--- config.mk ---
export PLATFORM = sky130hd
export DESIGN_NAME = local_to_global_clock_sync
export DESIGN_NICKNAME = d
export VERILOG_FILES = /design/src/sv/clksync_pkg.sv /design/src/sv/clksync_mul.sv /design/src/sv/clksync_div.sv /design/src/sv/local_to_global_clock_sync.sv
export SDC_FILE = /design/constraint.sdc
export NUM_CORES = 2
export LEC_CHECK = 0
export BUFFER_PORTS_ARGS = -buffer_cell sky130_fd_sc_hd__buf_4
export CAP_MARGIN = 0
export CORE_ASPECT_RATIO = 0.8
export CORE_MARGIN = 3
export CORE_UTILIZATION = 45
export CTS_CLUSTER_SIZE = 12
export DETAILED_ROUTE_END_ITERATION = 12
export GPL_ROUTABILITY_DRIVEN = 1
export PLACE_DENSITY_LB_ADDON = 0.3
export SETUP_SLACK_MARGIN = 0.4
export SLEW_MARGIN = 5
export SYNTH_ARGS = -nofsm -noshare
export SYNTH_HDL_FRONTEND = slang
export SYNTH_HIERARCHICAL = 1
export SYNTH_SLANG_ARGS = --single-unit
--- constraint.sdc ---
create_clock -name clock -period 7.6 [get_ports clock]
set_input_delay 1.52 -clock clock [delete_from_list [all_inputs] [get_ports clock]]
set_output_delay 1.52 -clock clock [all_outputs]
set_load 0.01 [all_outputs]
--- src/sv/clksync_pkg.sv ---
//------------------------------------------------------------------------------
// clksync_pkg
// Shared types and constants for the local to global clock sync block.
//------------------------------------------------------------------------------
`default_nettype none

package clksync_pkg;

   localparam int SCALE_FRAC_BITS_DEF    = 30;
   localparam int LOCAL_COUNTER_BITS_DEF = 32;

   localparam logic [31:0] WRAP_GUARD_RESET = 32'd1000000000;

   // sync status codes
   localparam logic [2:0] STAT_QUERY   = 3'd0;
   localparam logic [2:0] STAT_FIRST   = 3'd1;
   localparam logic [2:0] STAT_REPEAT  = 3'd2;
   localparam logic [2:0] STAT_REBASE  = 3'd3;
   localparam logic [2:0] STAT_RESCALE = 3'd4;

   typedef struct packed {
      logic        action;
      logic [31:0] local_us;
      logic [62:0] global_us;
   } req_word_type;

   typedef struct packed {
      logic signed [63:0] estimate_us;
      logic [2:0]         sync_status;
   } rsp_word_type;

endpackage

`default_nettype wire

--- src/sv/clksync_mul.sv ---
//------------------------------------------------------------------------------
// clksync_mul
// Bit-serial 32 x 64 multiplier, shifted right by the scale fraction and capped.
//------------------------------------------------------------------------------
`default_nettype none

module clksync_mul #(
   parameter int FRAC_BITS = clksync_pkg::SCALE_FRAC_BITS_DEF
) (
   input  wire logic        clock,
   input  wire logic        reset,
   input  wire logic        start,
   input  wire logic [31:0] scale,
   input  wire logic [63:0] multiplicand,
   output logic             done,
   output logic [62:0]      product
);

   logic        busy_ff, busy_in;
   logic        done_ff, done_in;
   logic [4:0]  cnt_ff, cnt_in;
   logic [31:0] scale_ff, scale_in;
   logic [63:0] x_ff, x_in;
   logic [95:0] acc_ff, acc_in;
   logic [64:0] sum;
   logic [95:0] shifted;

   always_comb begin
      sum      = {1'b0, acc_ff[95:32]} + (scale_ff[0] ? {1'b0, x_ff} : 65'd0);
      busy_in  = busy_ff;
      done_in  = 1'b0;
      cnt_in   = cnt_ff;
      scale_in = scale_ff;
      x_in     = x_ff;
      acc_in   = acc_ff;
      if (start) begin
         busy_in  = 1'b1;
         cnt_in   = '0;
         scale_in = scale;
         x_in     = multiplicand;
         acc_in   = '0;
      end else if (busy_ff) begin
         acc_in   = {sum, acc_ff[31:1]};
         scale_in = scale_ff >> 1;
         cnt_in   = cnt_ff + 5'd1;
         if (cnt_ff == 5'd31) begin
            busy_in = 1'b0;
            done_in = 1'b1;
         end
      end
   end

   always_ff @(posedge clock) begin
      if (reset) begin
         busy_ff <= 1'b0;
         done_ff <= 1'b0;
      end else begin
         busy_ff <= busy_in;
         done_ff <= done_in;
      end
      cnt_ff   <= cnt_in;
      scale_ff <= scale_in;
      x_ff     <= x_in;
      acc_ff   <= acc_in;
   end

   // saturate at the top of the signed range
   assign shifted = acc_ff >> FRAC_BITS;
   assign product = (|shifted[95:63]) ? '1 : shifted[62:0];
   assign done    = done_ff;

endmodule

`default_nettype wire

--- src/sv/clksync_div.sv ---
//------------------------------------------------------------------------------
// clksync_div
// Restoring radix-2 divider for the rate ratio, quotient saturated to 32 bits.
//------------------------------------------------------------------------------
`default_nettype none

module clksync_div #(
   parameter int FRAC_BITS = clksync_pkg::SCALE_FRAC_BITS_DEF
) (
   input  wire logic        clock,
   input  wire logic        reset,
   input  wire logic        start,
   input  wire logic [62:0] num,
   input  wire logic [63:0] den,
   output logic             done,
   output logic [31:0]      quot
);

   localparam int DvdW = 63 + FRAC_BITS;
   localparam int CntW = $clog2(DvdW);
   localparam logic [CntW-1:0] LastCnt = CntW'(DvdW - 1);

   logic            busy_ff, busy_in;
   logic            done_ff, done_in;
   logic [CntW-1:0] cnt_ff, cnt_in;
   logic [DvdW-1:0] dvd_ff, dvd_in;
   logic [63:0]     rem_ff, rem_in;
   logic [63:0]     den_ff, den_in;
   logic [31:0]     q_ff, q_in;
   logic            ovf_ff, ovf_in;
   logic [64:0]     r2;
   logic [64:0]     diff;
   logic            ge;

   always_comb begin
      r2      = {rem_ff, dvd_ff[DvdW-1]};
      diff    = r2 - {1'b0, den_ff};
      ge      = (r2 >= {1'b0, den_ff});
      busy_in = busy_ff;
      done_in = 1'b0;
      cnt_in  = cnt_ff;
      dvd_in  = dvd_ff;
      rem_in  = rem_ff;
      den_in  = den_ff;
      q_in    = q_ff;
      ovf_in  = ovf_ff;
      if (start) begin
         busy_in = 1'b1;
         cnt_in  = LastCnt;
         dvd_in  = {num, {FRAC_BITS{1'b0}}};
         rem_in  = '0;
         den_in  = den;
         q_in    = '0;
         ovf_in  = 1'b0;
      end else if (busy_ff) begin
         rem_in = ge ? diff[63:0] : r2[63:0];
         q_in   = {q_ff[30:0], ge};
         ovf_in = ovf_ff | q_ff[31];
         dvd_in = dvd_ff << 1;
         if (cnt_ff == '0) begin
            busy_in = 1'b0;
            done_in = 1'b1;
         end else begin
            cnt_in = cnt_ff - 1'b1;
         end
      end
   end

   always_ff @(posedge clock) begin
      if (reset) begin
         busy_ff <= 1'b0;
         done_ff <= 1'b0;
      end else begin
         busy_ff <= busy_in;
         done_ff <= done_in;
      end
      cnt_ff <= cnt_in;
      dvd_ff <= dvd_in;
      rem_ff <= rem_in;
      den_ff <= den_in;
      q_ff   <= q_in;
      ovf_ff <= ovf_in;
   end

   assign quot = ovf_ff ? '1 : q_ff;
   assign done = done_ff;

endmodule

`default_nettype wire

--- src/sv/local_to_global_clock_sync.sv ---
//------------------------------------------------------------------------------
// local_to_global_clock_sync
// Maps a wrapping local microsecond counter onto global time.
//------------------------------------------------------------------------------
// A req word carries an action (query or sync), a raw local counter reading
// and, for a sync, a global timestamp. Every word gives one rsp word with the
// saturated global time estimate for its local reading and a sync status.
// A word is taken when req_valid is high and req_stall low; req_stall is high
// while a word is in work. The rsp word sits in an output register until the
// receiver drops rsp_stall, and the next req word may be taken meanwhile.
// Steps: a query or a non-rescaling sync is classified, then multiplied
// bit-serially, then its result and its rsp word are registered. The next
// req word can be taken once the rsp word is in its output register, so only
// one word is in work at a time. A rescaling sync also runs the restoring
// divider between the classify and multiply steps.
// Reset clears the learned map to unity scale and zero offset, drops the
// stored sample and the wrap count, and sets the wrap guard to 1e9 us.
// csr_wr_en writes the wrap guard; write it only while the block is idle.
//------------------------------------------------------------------------------
`default_nettype none

module local_to_global_clock_sync #(
   parameter int SCALE_FRAC_BITS    = clksync_pkg::SCALE_FRAC_BITS_DEF,
   parameter int LOCAL_COUNTER_BITS = clksync_pkg::LOCAL_COUNTER_BITS_DEF
) (
   input  wire logic                      clock,
   input  wire logic                      reset,
   input  wire logic                      req_valid,
   output logic                           req_stall,
   input  wire clksync_pkg::req_word_type req_data,
   output logic                           rsp_valid,
   input  wire logic                      rsp_stall,
   output clksync_pkg::rsp_word_type      rsp_data,
   input  wire logic                      csr_wr_en,
   input  wire logic [31:0]               csr_wr_data
);

   localparam logic [63:0] UnityWide  = 64'd1 << SCALE_FRAC_BITS;
   localparam logic [31:0] RateUnity  =
      (UnityWide > 64'h0000_0000_FFFF_FFFF) ? 32'hFFFF_FFFF : UnityWide[31:0];
   localparam logic [63:0] LocalMask  = (64'd1 << LOCAL_COUNTER_BITS) - 64'd1;
   localparam logic [63:0] EstMax     = 64'h7FFF_FFFF_FFFF_FFFF;

   localparam logic [2:0] S_IDLE  = 3'd0;
   localparam logic [2:0] S_CLASS = 3'd1;
   localparam logic [2:0] S_DIV   = 3'd2;
   localparam logic [2:0] S_MUL   = 3'd3;
   localparam logic [2:0] S_OUT   = 3'd4;

   logic [2:0]  state_ff, state_in;
   logic [31:0] guard_ff, guard_in;
   logic [31:0] rate_ff, rate_in;
   logic [63:0] offset_ff, offset_in;
   logic [63:0] prev_local_ff, prev_local_in;
   logic [62:0] prev_global_ff, prev_global_in;
   logic        have_ff, have_in;
   logic [31:0] prev_raw_ff, prev_raw_in;
   logic [31:0] wrap_ff, wrap_in;
   logic        sync_ff, sync_in;
   logic [63:0] local_ff, local_in;
   logic [62:0] glob_ff, glob_in;
   logic [2:0]  status_ff, status_in;
   logic [63:0] est_ff, est_in;
   logic        rsp_valid_ff, rsp_valid_in;
   clksync_pkg::rsp_word_type rsp_data_ff, rsp_data_in;

   logic        wrap_hit;
   logic [31:0] wrap_next;
   logic [63:0] local_next;
   logic        same;
   logic        back;
   logic        rescale;
   logic [62:0] div_num;
   logic [63:0] div_den;
   logic        div_start, div_done;
   logic [31:0] div_quot;
   logic        mul_start, mul_done;
   logic [31:0] mul_scale;
   logic [62:0] mul_product;
   logic [63:0] est_sum;

   // wrap extension of the raw counter
   always_comb begin
      wrap_hit   = (prev_raw_ff > guard_ff) &&
                   (req_data.local_us < (prev_raw_ff - guard_ff));
      wrap_next  = wrap_ff + {31'd0, wrap_hit};
      local_next = ({32'd0, wrap_next} << LOCAL_COUNTER_BITS) |
                   ({32'd0, req_data.local_us} & LocalMask);
   end

   // sample classification
   always_comb begin
      same    = (local_ff == prev_local_ff) || (glob_ff == prev_global_ff);
      back    = (prev_local_ff > local_ff) || (prev_global_ff > glob_ff);
      rescale = sync_ff && have_ff && !same && !back;
      div_num = glob_ff - prev_global_ff;
      div_den = local_ff - prev_local_ff;
   end

   assign div_start = (state_ff == S_CLASS) && rescale;
   assign mul_start = ((state_ff == S_CLASS) && !rescale) ||
                      ((state_ff == S_DIV) && div_done);
   assign mul_scale = (state_ff == S_DIV) ? div_quot : rate_ff;
   assign est_sum   = {1'b0, mul_product} + offset_ff;

   clksync_div #(
      .FRAC_BITS (SCALE_FRAC_BITS)
   ) u_div (
      .clock (clock),
      .reset (reset),
      .start (div_start),
      .num   (div_num),
      .den   (div_den),
      .done  (div_done),
      .quot  (div_quot)
   );

   clksync_mul #(
      .FRAC_BITS (SCALE_FRAC_BITS)
   ) u_mul (
      .clock        (clock),
      .reset        (reset),
      .start        (mul_start),
      .scale        (mul_scale),
      .multiplicand (local_ff),
      .done         (mul_done),
      .product      (mul_product)
   );

   always_comb begin
      state_in       = state_ff;
      guard_in       = guard_ff;
      rate_in        = rate_ff;
      offset_in      = offset_ff;
      prev_local_in  = prev_local_ff;
      prev_global_in = prev_global_ff;
      have_in        = have_ff;
      prev_raw_in    = prev_raw_ff;
      wrap_in        = wrap_ff;
      sync_in        = sync_ff;
      local_in       = local_ff;
      glob_in        = glob_ff;
      status_in      = status_ff;
      est_in         = est_ff;
      rsp_valid_in   = rsp_valid_ff;
      rsp_data_in    = rsp_data_ff;

      if (csr_wr_en) begin
         guard_in = csr_wr_data;
      end

      if (!rsp_stall) begin
         rsp_valid_in = 1'b0;
      end

      case (state_ff)
         S_IDLE: begin
            if (req_valid) begin
               wrap_in     = wrap_next;
               prev_raw_in = req_data.local_us;
               local_in    = local_next;
               glob_in     = req_data.global_us;
               sync_in     = req_data.action;
               state_in    = S_CLASS;
            end
         end
         S_CLASS: begin
            if (!sync_ff) begin
               status_in = clksync_pkg::STAT_QUERY;
            end else if (!have_ff) begin
               status_in = clksync_pkg::STAT_FIRST;
            end else if (same) begin
               status_in = clksync_pkg::STAT_REPEAT;
            end else if (back) begin
               status_in = clksync_pkg::STAT_REBASE;
            end else begin
               status_in = clksync_pkg::STAT_RESCALE;
            end
            if (sync_ff && !(have_ff && same)) begin
               prev_local_in  = local_ff;
               prev_global_in = glob_ff;
               have_in        = 1'b1;
            end
            state_in = rescale ? S_DIV : S_MUL;
         end
         S_DIV: begin
            if (div_done) begin
               rate_in  = div_quot;
               state_in = S_MUL;
            end
         end
         S_MUL: begin
            if (mul_done) begin
               if ((status_ff == clksync_pkg::STAT_REBASE) ||
                   (status_ff == clksync_pkg::STAT_RESCALE)) begin
                  offset_in = {1'b0, glob_ff} - {1'b0, mul_product};
                  est_in    = {1'b0, glob_ff};
               end else if (!offset_ff[63] && est_sum[63]) begin
                  est_in = EstMax;
               end else begin
                  est_in = est_sum;
               end
               state_in = S_OUT;
            end
         end
         S_OUT: begin
            if (!rsp_valid_ff || !rsp_stall) begin
               rsp_valid_in            = 1'b1;
               rsp_data_in.estimate_us = est_ff;
               rsp_data_in.sync_status = status_ff;
               state_in                = S_IDLE;
            end
         end
         default: begin
            state_in = S_IDLE;
         end
      endcase
   end

   always_ff @(posedge clock) begin
      if (reset) begin
         state_ff       <= S_IDLE;
         guard_ff       <= clksync_pkg::WRAP_GUARD_RESET;
         rate_ff        <= RateUnity;
         offset_ff      <= '0;
         prev_local_ff  <= '0;
         prev_global_ff <= '0;
         have_ff        <= 1'b0;
         prev_raw_ff    <= '0;
         wrap_ff        <= '0;
         rsp_valid_ff   <= 1'b0;
      end else begin
         state_ff       <= state_in;
         guard_ff       <= guard_in;
         rate_ff        <= rate_in;
         offset_ff      <= offset_in;
         prev_local_ff  <= prev_local_in;
         prev_global_ff <= prev_global_in;
         have_ff        <= have_in;
         prev_raw_ff    <= prev_raw_in;
         wrap_ff        <= wrap_in;
         rsp_valid_ff   <= rsp_valid_in;
      end
      sync_ff     <= sync_in;
      local_ff    <= local_in;
      glob_ff     <= glob_in;
      status_ff   <= status_in;
      est_ff      <= est_in;
      rsp_data_ff <= rsp_data_in;
   end

   assign req_stall = (state_ff != S_IDLE);
   assign rsp_valid = rsp_valid_ff;
   assign rsp_data  = rsp_data_ff;

endmodule

`default_nettype wire

* Word-level counts from Yosys, hierarchy flattened
Cells that the tools add are included.
** Operators by class
- Reductions and logical operators :: 41
- Equal/unequal tests :: 13
- Bitwise operators :: 7
- Add/sub/neg operators :: 10
- Order comparisons :: 5
- Muxes and demuxes :: 31
** Operator list (count)
- 2-to-1 mux 63 bit :: 3
- 2-to-1 mux 93 bit :: 2
- 2-to-1 mux 32 bit :: 4
- 2-to-1 mux 64 bit :: 2
- subtractor 64 bit :: 2
- adder 64 x 65 -> 65 bit :: 1
- >= comparator 65 x 64 -> 1 bit :: 1
- adder 63 x 64 -> 64 bit :: 1
- == test 64 bit :: 1
- > comparator 64 bit :: 1
- OR 64 x 32 -> 64 bit :: 1
- subtractor 63 x 63 -> 64 bit :: 1
- == test 63 bit :: 1
- > comparator 63 bit :: 1
- subtractor 63 bit :: 1
- adder 32 x 1 -> 32 bit :: 1
- > comparator 32 bit :: 1
- less-than comparator 32 bit :: 1
- subtractor 32 bit :: 1
- 2-to-1 mux 3 bit :: 5
- case mux 3 bit (5 select lines) :: 1
- AND reduction 2 bit :: 7
- 2-to-1 mux 1 bit :: 13
- OR reduction 3 bit :: 4
- 21 further kinds :: 50
** Word-level totals
- Flip-flop bits (word level) :: 1018
- Output and inout port bits :: 69
- Logic and storage cells :: 141

* Logic depth before layout (Yosys ltp)
- Depth in word-level cells :: 9
- Depth in mapped cells :: 34

* Cells and area by module
The synthesis kept the hierarchy.
** By module, submodules not included
- local_to_global_clock_sync :: seq. area each 14353.8 sq um, cells each 4657, area an instance 38801.0 sq um, times used 1
- clksync_div :: seq. area each 5935.7 sq um, cells each 1352, area an instance 13187.6 sq um, times used 1
- clksync_mul :: seq. area each 4344.2 sq um, cells each 1075, area an instance 10376.2 sq um, times used 1

* Least setup slack after synthesis
OpenSTA, ideal clock, no wires.
- Kind :: flip-flop to flip-flop
- Start :: register guard_ff[2]
- End :: register wrap_ff[28]
- Buffers on the path :: 0
- Clock period less this slack :: 6.987 ns
- Path slack :: 0.613 ns
- Cell stages (with the launch flop) :: 33
- Data arrival time :: 6.916 ns
- Setup time :: 0.070 ns
- Cells stage by stage :: dfxtp_1 -> inv_1 -> ha_1 -> nor2b_1 -> o31a_1 -> or4_1 -> a31oi_4 -> o211ai_2 -> a221oi_4 -> o21ai_1 -> a41oi_1 -> mux2_2 -> a2111oi_0 -> ha_1 -> nand4_1 -> nor2_1 -> o21ai_0 -> nand2b_1 -> a21oi_1 -> a211o_1 -> a21oi_1 -> a311oi_1 -> ha_1 -> ha_1 -> and3_4 -> nand3_4 -> or4_4 -> nor4_4 -> and3_4 -> and3_4 -> nand3_4 -> or3_1 -> a21oi_1
** On the way
- Word-level cells in the longest chain between the ends :: 4
** RTL lines
- start, declared :: RTL line local_to_global_clock_sync.sv:51 : logic [31:0] guard_ff, guard_in;
- start signal, assigned :: RTL line local_to_global_clock_sync.sv:223 : guard_ff <= clksync_pkg::WRAP_GUARD_RESET;
- start signal, assigned :: RTL line local_to_global_clock_sync.sv:234 : guard_ff <= guard_in;
- subtractor 32 bit :: RTL line local_to_global_clock_sync.sv:85 : (req_data.local_us < (prev_raw_ff - guard_ff));
- less-than comparator 32 bit :: RTL line local_to_global_clock_sync.sv:85
- logical AND 1 bit * :: RTL line local_to_global_clock_sync.sv:84 : wrap_hit = (prev_raw_ff > guard_ff) &&
- adder 32 x 1 -> 32 bit * :: RTL line local_to_global_clock_sync.sv:86 : wrap_next = wrap_ff + {31'd0, wrap_hit};
- end signal, assigned :: RTL line local_to_global_clock_sync.sv:241 : wrap_ff <= wrap_in;
- end, declared :: RTL line local_to_global_clock_sync.sv:58 : logic [31:0] wrap_ff, wrap_in;
Mark *: on every way between the ends. The rest lies on a longest branch, timed or not.
A chain may end at the register's enable or synchronous reset.

* Worst setup path in the final report
- Start :: register prev_raw_ff[0]
- End :: register wrap_ff[27]
** On the way
- Word-level cells in the longest chain between the ends :: 4
** RTL lines
- start, declared :: RTL line local_to_global_clock_sync.sv:57 : logic [31:0] prev_raw_ff, prev_raw_in;
- start signal, assigned :: RTL line local_to_global_clock_sync.sv:240 : prev_raw_ff <= prev_raw_in;
- subtractor 32 bit :: RTL line local_to_global_clock_sync.sv:85
- less-than comparator 32 bit :: RTL line local_to_global_clock_sync.sv:85
- logical AND 1 bit * :: RTL line local_to_global_clock_sync.sv:84
- adder 32 x 1 -> 32 bit * :: RTL line local_to_global_clock_sync.sv:86
Marked as above.

==> summary by stage <==
Outcome
The flow ran to the end, and the final reports show no timing, DRC or antenna violations.

Clock tree
The later pin in the worst-skew pair is clocked with a latency of 750 ps. The clock-pin slew on the worst setup and hold paths is 60 ps. The number of buffers created by CTS is 109.

The clock sink count is 988. The number of buffers on the longest clock path is 3. The CTS tree is built.

The number of hold-repair buffers added at the cts stage is 0. The H-tree was split into 3 levels. The root cell of the clock tree is sky130_fd_sc_hd__clkbuf_16.

Worst setup path
For the worst setup path, the data arrival time is 7600 ps. The required time of the critical path is 8190 ps. Along the worst path, the maximum fanout reaches 3. In this design, the largest share of critical-path delay is due to compound AO/OA/AOI/OAI gates. Among all stages on the critical path, the largest delay is contributed by sky130_fd_sc_hd__or4_4. By instance count, the cell type seen most on the critical path is sky130_fd_sc_hd__buf_6. The worst setup path is launched from a register.

STA classifies the critical path endpoint as a register. The type of the setup path with the least slack is reg2reg. The number of buffers and inverters on the critical path is 9. On the worst path, the slowest cell contributes a delay of 570 ps.

Placement
At the end of routability-driven placement, the weighted congestion stood at 0.967. The total cell area at the placement stage is 65300 um^2. The total of buffers placed on input and output ports is 201. The wire-length estimate of the detail-placed layout is 127000 um.

Timing
The final critical-path required period is 7010 ps. The headroom to the max-slew limit is 22.8%. Setup repair after global routing could not meet its margin everywhere. The number of hold violations in the final report came to 0. The tightest hold path in the finished design has a slack of 416 ps. The slew at the pin closest to its max-slew limit is 1160 ps.

The setup TNS after final layout is 0 ps. Derived from the worst setup path, the maximum achievable clock frequency is 143 MHz. Setup violations remaining at the end of the flow were counted as 0. In the finished design, the share of the clock period the worst path needs comes to 92.2%. The worst clock skew on the final layout is 55.1 ps.

The number of pins exceeding their max-slew limit in the final report came to 0.

Logic synthesis
When the netlist entered floorplanning its net count stood at 7675. The number of flops mapped to enable cells by yosys is 485. Yosys printed 6 warnings. The sequential cell area fraction in the yosys report is 39.5%. In this run the mean area of a mapped cell was 8.80 um^2. Among all flip-flop cells after synthesis, the most frequent one is sky130_fd_sc_hd__dfxtp_1. The flip-flop and latch count after synthesis is 988. The post-synthesis cell type count is 119. The synthesized area is 62400 um^2. The proportion of synthesized flip-flops having asynchronous set or reset is 0%. Synthesis produced a netlist whose cell count is 7084.

Die
202 I/O pins were placed. For this configuration, the core starts out at a cell density of 45.6%. The core region is 137000 um^2. The die boundary height is 339 um. The area of the die is 143000 um^2.

The die span in x is 422 um. The floorplan row count is 121.

Cells and area
The finished layout cell area is 69300 um^2. The count of fill cells added during filler insertion is 12780. The number of nets in the finished design is 7682.

The utilization after layout is 50.7%. The most common cell after layout, fill and taps aside is sky130_fd_sc_hd__nand2_1. The relative area change from synthesis to final layout is 11.2%. The library cells used most frequently in the layout, excluding fill and tap cells, are sky130_fd_sc_hd__nand2_1, sky130_fd_sc_hd__a21oi_1, sky130_fd_sc_hd__nor2_1.

The fraction of final layout cells with drive strength greater than 1 is 10.0%.

Drt
The detail route stage leaves a number of antenna-violating nets equal to 0. The final layout contains routed wiring with a total length of 170000 um. In the final routed layout, each cell accounts on average for 18.8 um. Using the TritonRoute via totals, the vias-per-cell ratio works out to 5.69.

The initial DRC count is 4240. The length of the first detailed-routing pass in iterations is 6. The detailed-route via count is 51387.

In the routed design, unresolved DRC markers number 0.

Global routing
The number of global-route vias before repair is 48292. After global routing the overflow that remains totals 0. Global routing used 22.9% of the available tracks across all layers. The maximum number of pins on one net before global-route repair is 187. The global-route wire length before repair is 267000 um.

The number of antenna violations at the first check in global routing is 1.

Power and ir drop
The worst-case IR drop observed on VDD is 182 uV. Summing internal, switching and leakage power gives 22.3 mW. In this run the power density over the cells is 321 nW/um^2. In this run the static leakage power is 27.6 nW.

Hold path
The worst min-delay path category is reg2reg.

Flow run
Max-cap violations in this run came to 0.
==> final timing paths <==
kind / cells after the start / endpoint / start / slack (ps)
setup / recovery: 40 / wrap_ff[27]$_SDFFE_PP0P_ / prev_raw_ff[0]$_SDFFE_PP0P_ / 590
hold reg to reg: 0 / rsp_data[58]$_DFFE_PP_ / est_ff[55]$_DFFE_PP_ / 420
setup reg to reg: 40 / wrap_ff[27]$_SDFFE_PP0P_ / prev_raw_ff[0]$_SDFFE_PP0P_ / 590
hold / removal: 0 / rsp_data[58]$_DFFE_PP_ / est_ff[55]$_DFFE_PP_ / 420
==> worst reg2reg max path: cells and delay by family (launching register included) <==
kind                     cells  cell delay, ps
flip-flops                   1             320
buffers and inverters        9             990
AND/OR/NAND/NOR             13            2000
AO/OA/AOI/OAI               12            2230
multiplexers                 1             340
adder cells (fa/ha/maj)      4             800
XOR/XNOR                     1             180
==> where the power goes <==
group / total (mW) / switching (mW) / internal, mW
clock: 5.52 / 2.28 / 3.25
combinational: 10.1 / 6.23 / 3.84
sequential: 6.66 / 0.429 / 6.24
total: 22.3 / 8.94 / 13.3
==> registers in the layout (all words and copies together) (netlist names), 63 cells and up <==
register,cells
est_ff,64
glob_ff,63
local_ff,64
offset_ff,64
prev_global_ff,63
prev_local_ff,64
rsp_data,67
u_div/den_ff,64
u_div/dvd_ff,63
u_div/rem_ff,64
u_mul/acc_ff,66
u_mul/x_ff,64
==> repair_timing <==
action | in CTS | in global routing
setup buffers | 4 | 11
gates resized for setup | 15 | 27
setup endpoints to repair | 26 | 13
pin swaps | 10 | 24
==> per-stage QoR <==
stage / setup slack, ps / std cells
floorplan: 613 / 7084
global placement: -184 / 8810
detailed placement: -323 / 8810
CTS: 409 / 9019
global route: 209 / 9030
finish: 594 / 9031
==> cell type report <==
cell class / instances / area (um^2) / share of cell area, %
clock inverters: 47 / 689 / 0.994
multi-input cells: 5326 / 35000 / 50.5
clock buffers: 158 / 3050 / 4.40
diodes: 1 / 2.50 / 0.00361
well taps: 1845 / 2310 / 3.33
inverters: 398 / 1500 / 2.16
repair buffers: 268 / 2110 / 3.05
flip-flops and latches: 988 / 24600 / 35.5
==> cells by family (layout without fill, tap and decap cells) <==
group / count (synthesis) / in the layout / share of synthesized area, %
flops: 988 / 988 / 39.5
other cells: 0 / 1 / 0
compound gates: 1964 / 1964 / 20.0
xor+xnor: 418 / 418 / 5.87
buf+inv: 770 / 871 / 4.74
fa+ha+maj: 458 / 458 / 9.27
simple gates: 2258 / 2258 / 16.7
mux: 228 / 228 / 3.92
==> synth_stat cells (all sizes together) (11+ instances only) <==
master,count,area (um^2)
o21ai,291,1480
a21boi,19,143
nand4,133,838
o21bai,80,604
mux2i,99,991
nand3,122,641
a211o,12,105
a41oi,13,129
dfxtp,503,10100
nor4,34,234
and3,51,334
o31ai,24,209
mux2,129,1450
a22o,20,175
buf,56,277
o221ai,12,111
o22ai,11,68.8
nor2b,59,369
edfxtp,485,14600
a31o,12,105
xor2,181,1590
nor2,570,2140
inv,396,1490
xnor2,237,2080
a311oi,12,111
nor3b,11,82.6
or3,31,194
nand2,882,3320
and2,91,572
nand2b,111,694
a221oi,23,249
a211oi,101,813
or2,43,269
a21o,231,1730
ha,451,5640
o21a,63,482
a31oi,76,512
a21oi,823,4140
clkbuf,316,1190
nor3,80,405
o211ai,50,390
==> routing by layer <==
layer | global-route usage (%) | wire length [um] | up-vias
met4 | 5.45 | 4140 | 0
li1 | - | - | 25278
met3 | 3.86 | 9990 | 226
met1 | 32.2 | 79500 | 24447
met2 | 36.6 | 76600 | 1436
met5 | 0 | 0 | -
(Power assumes the default switching activity.)
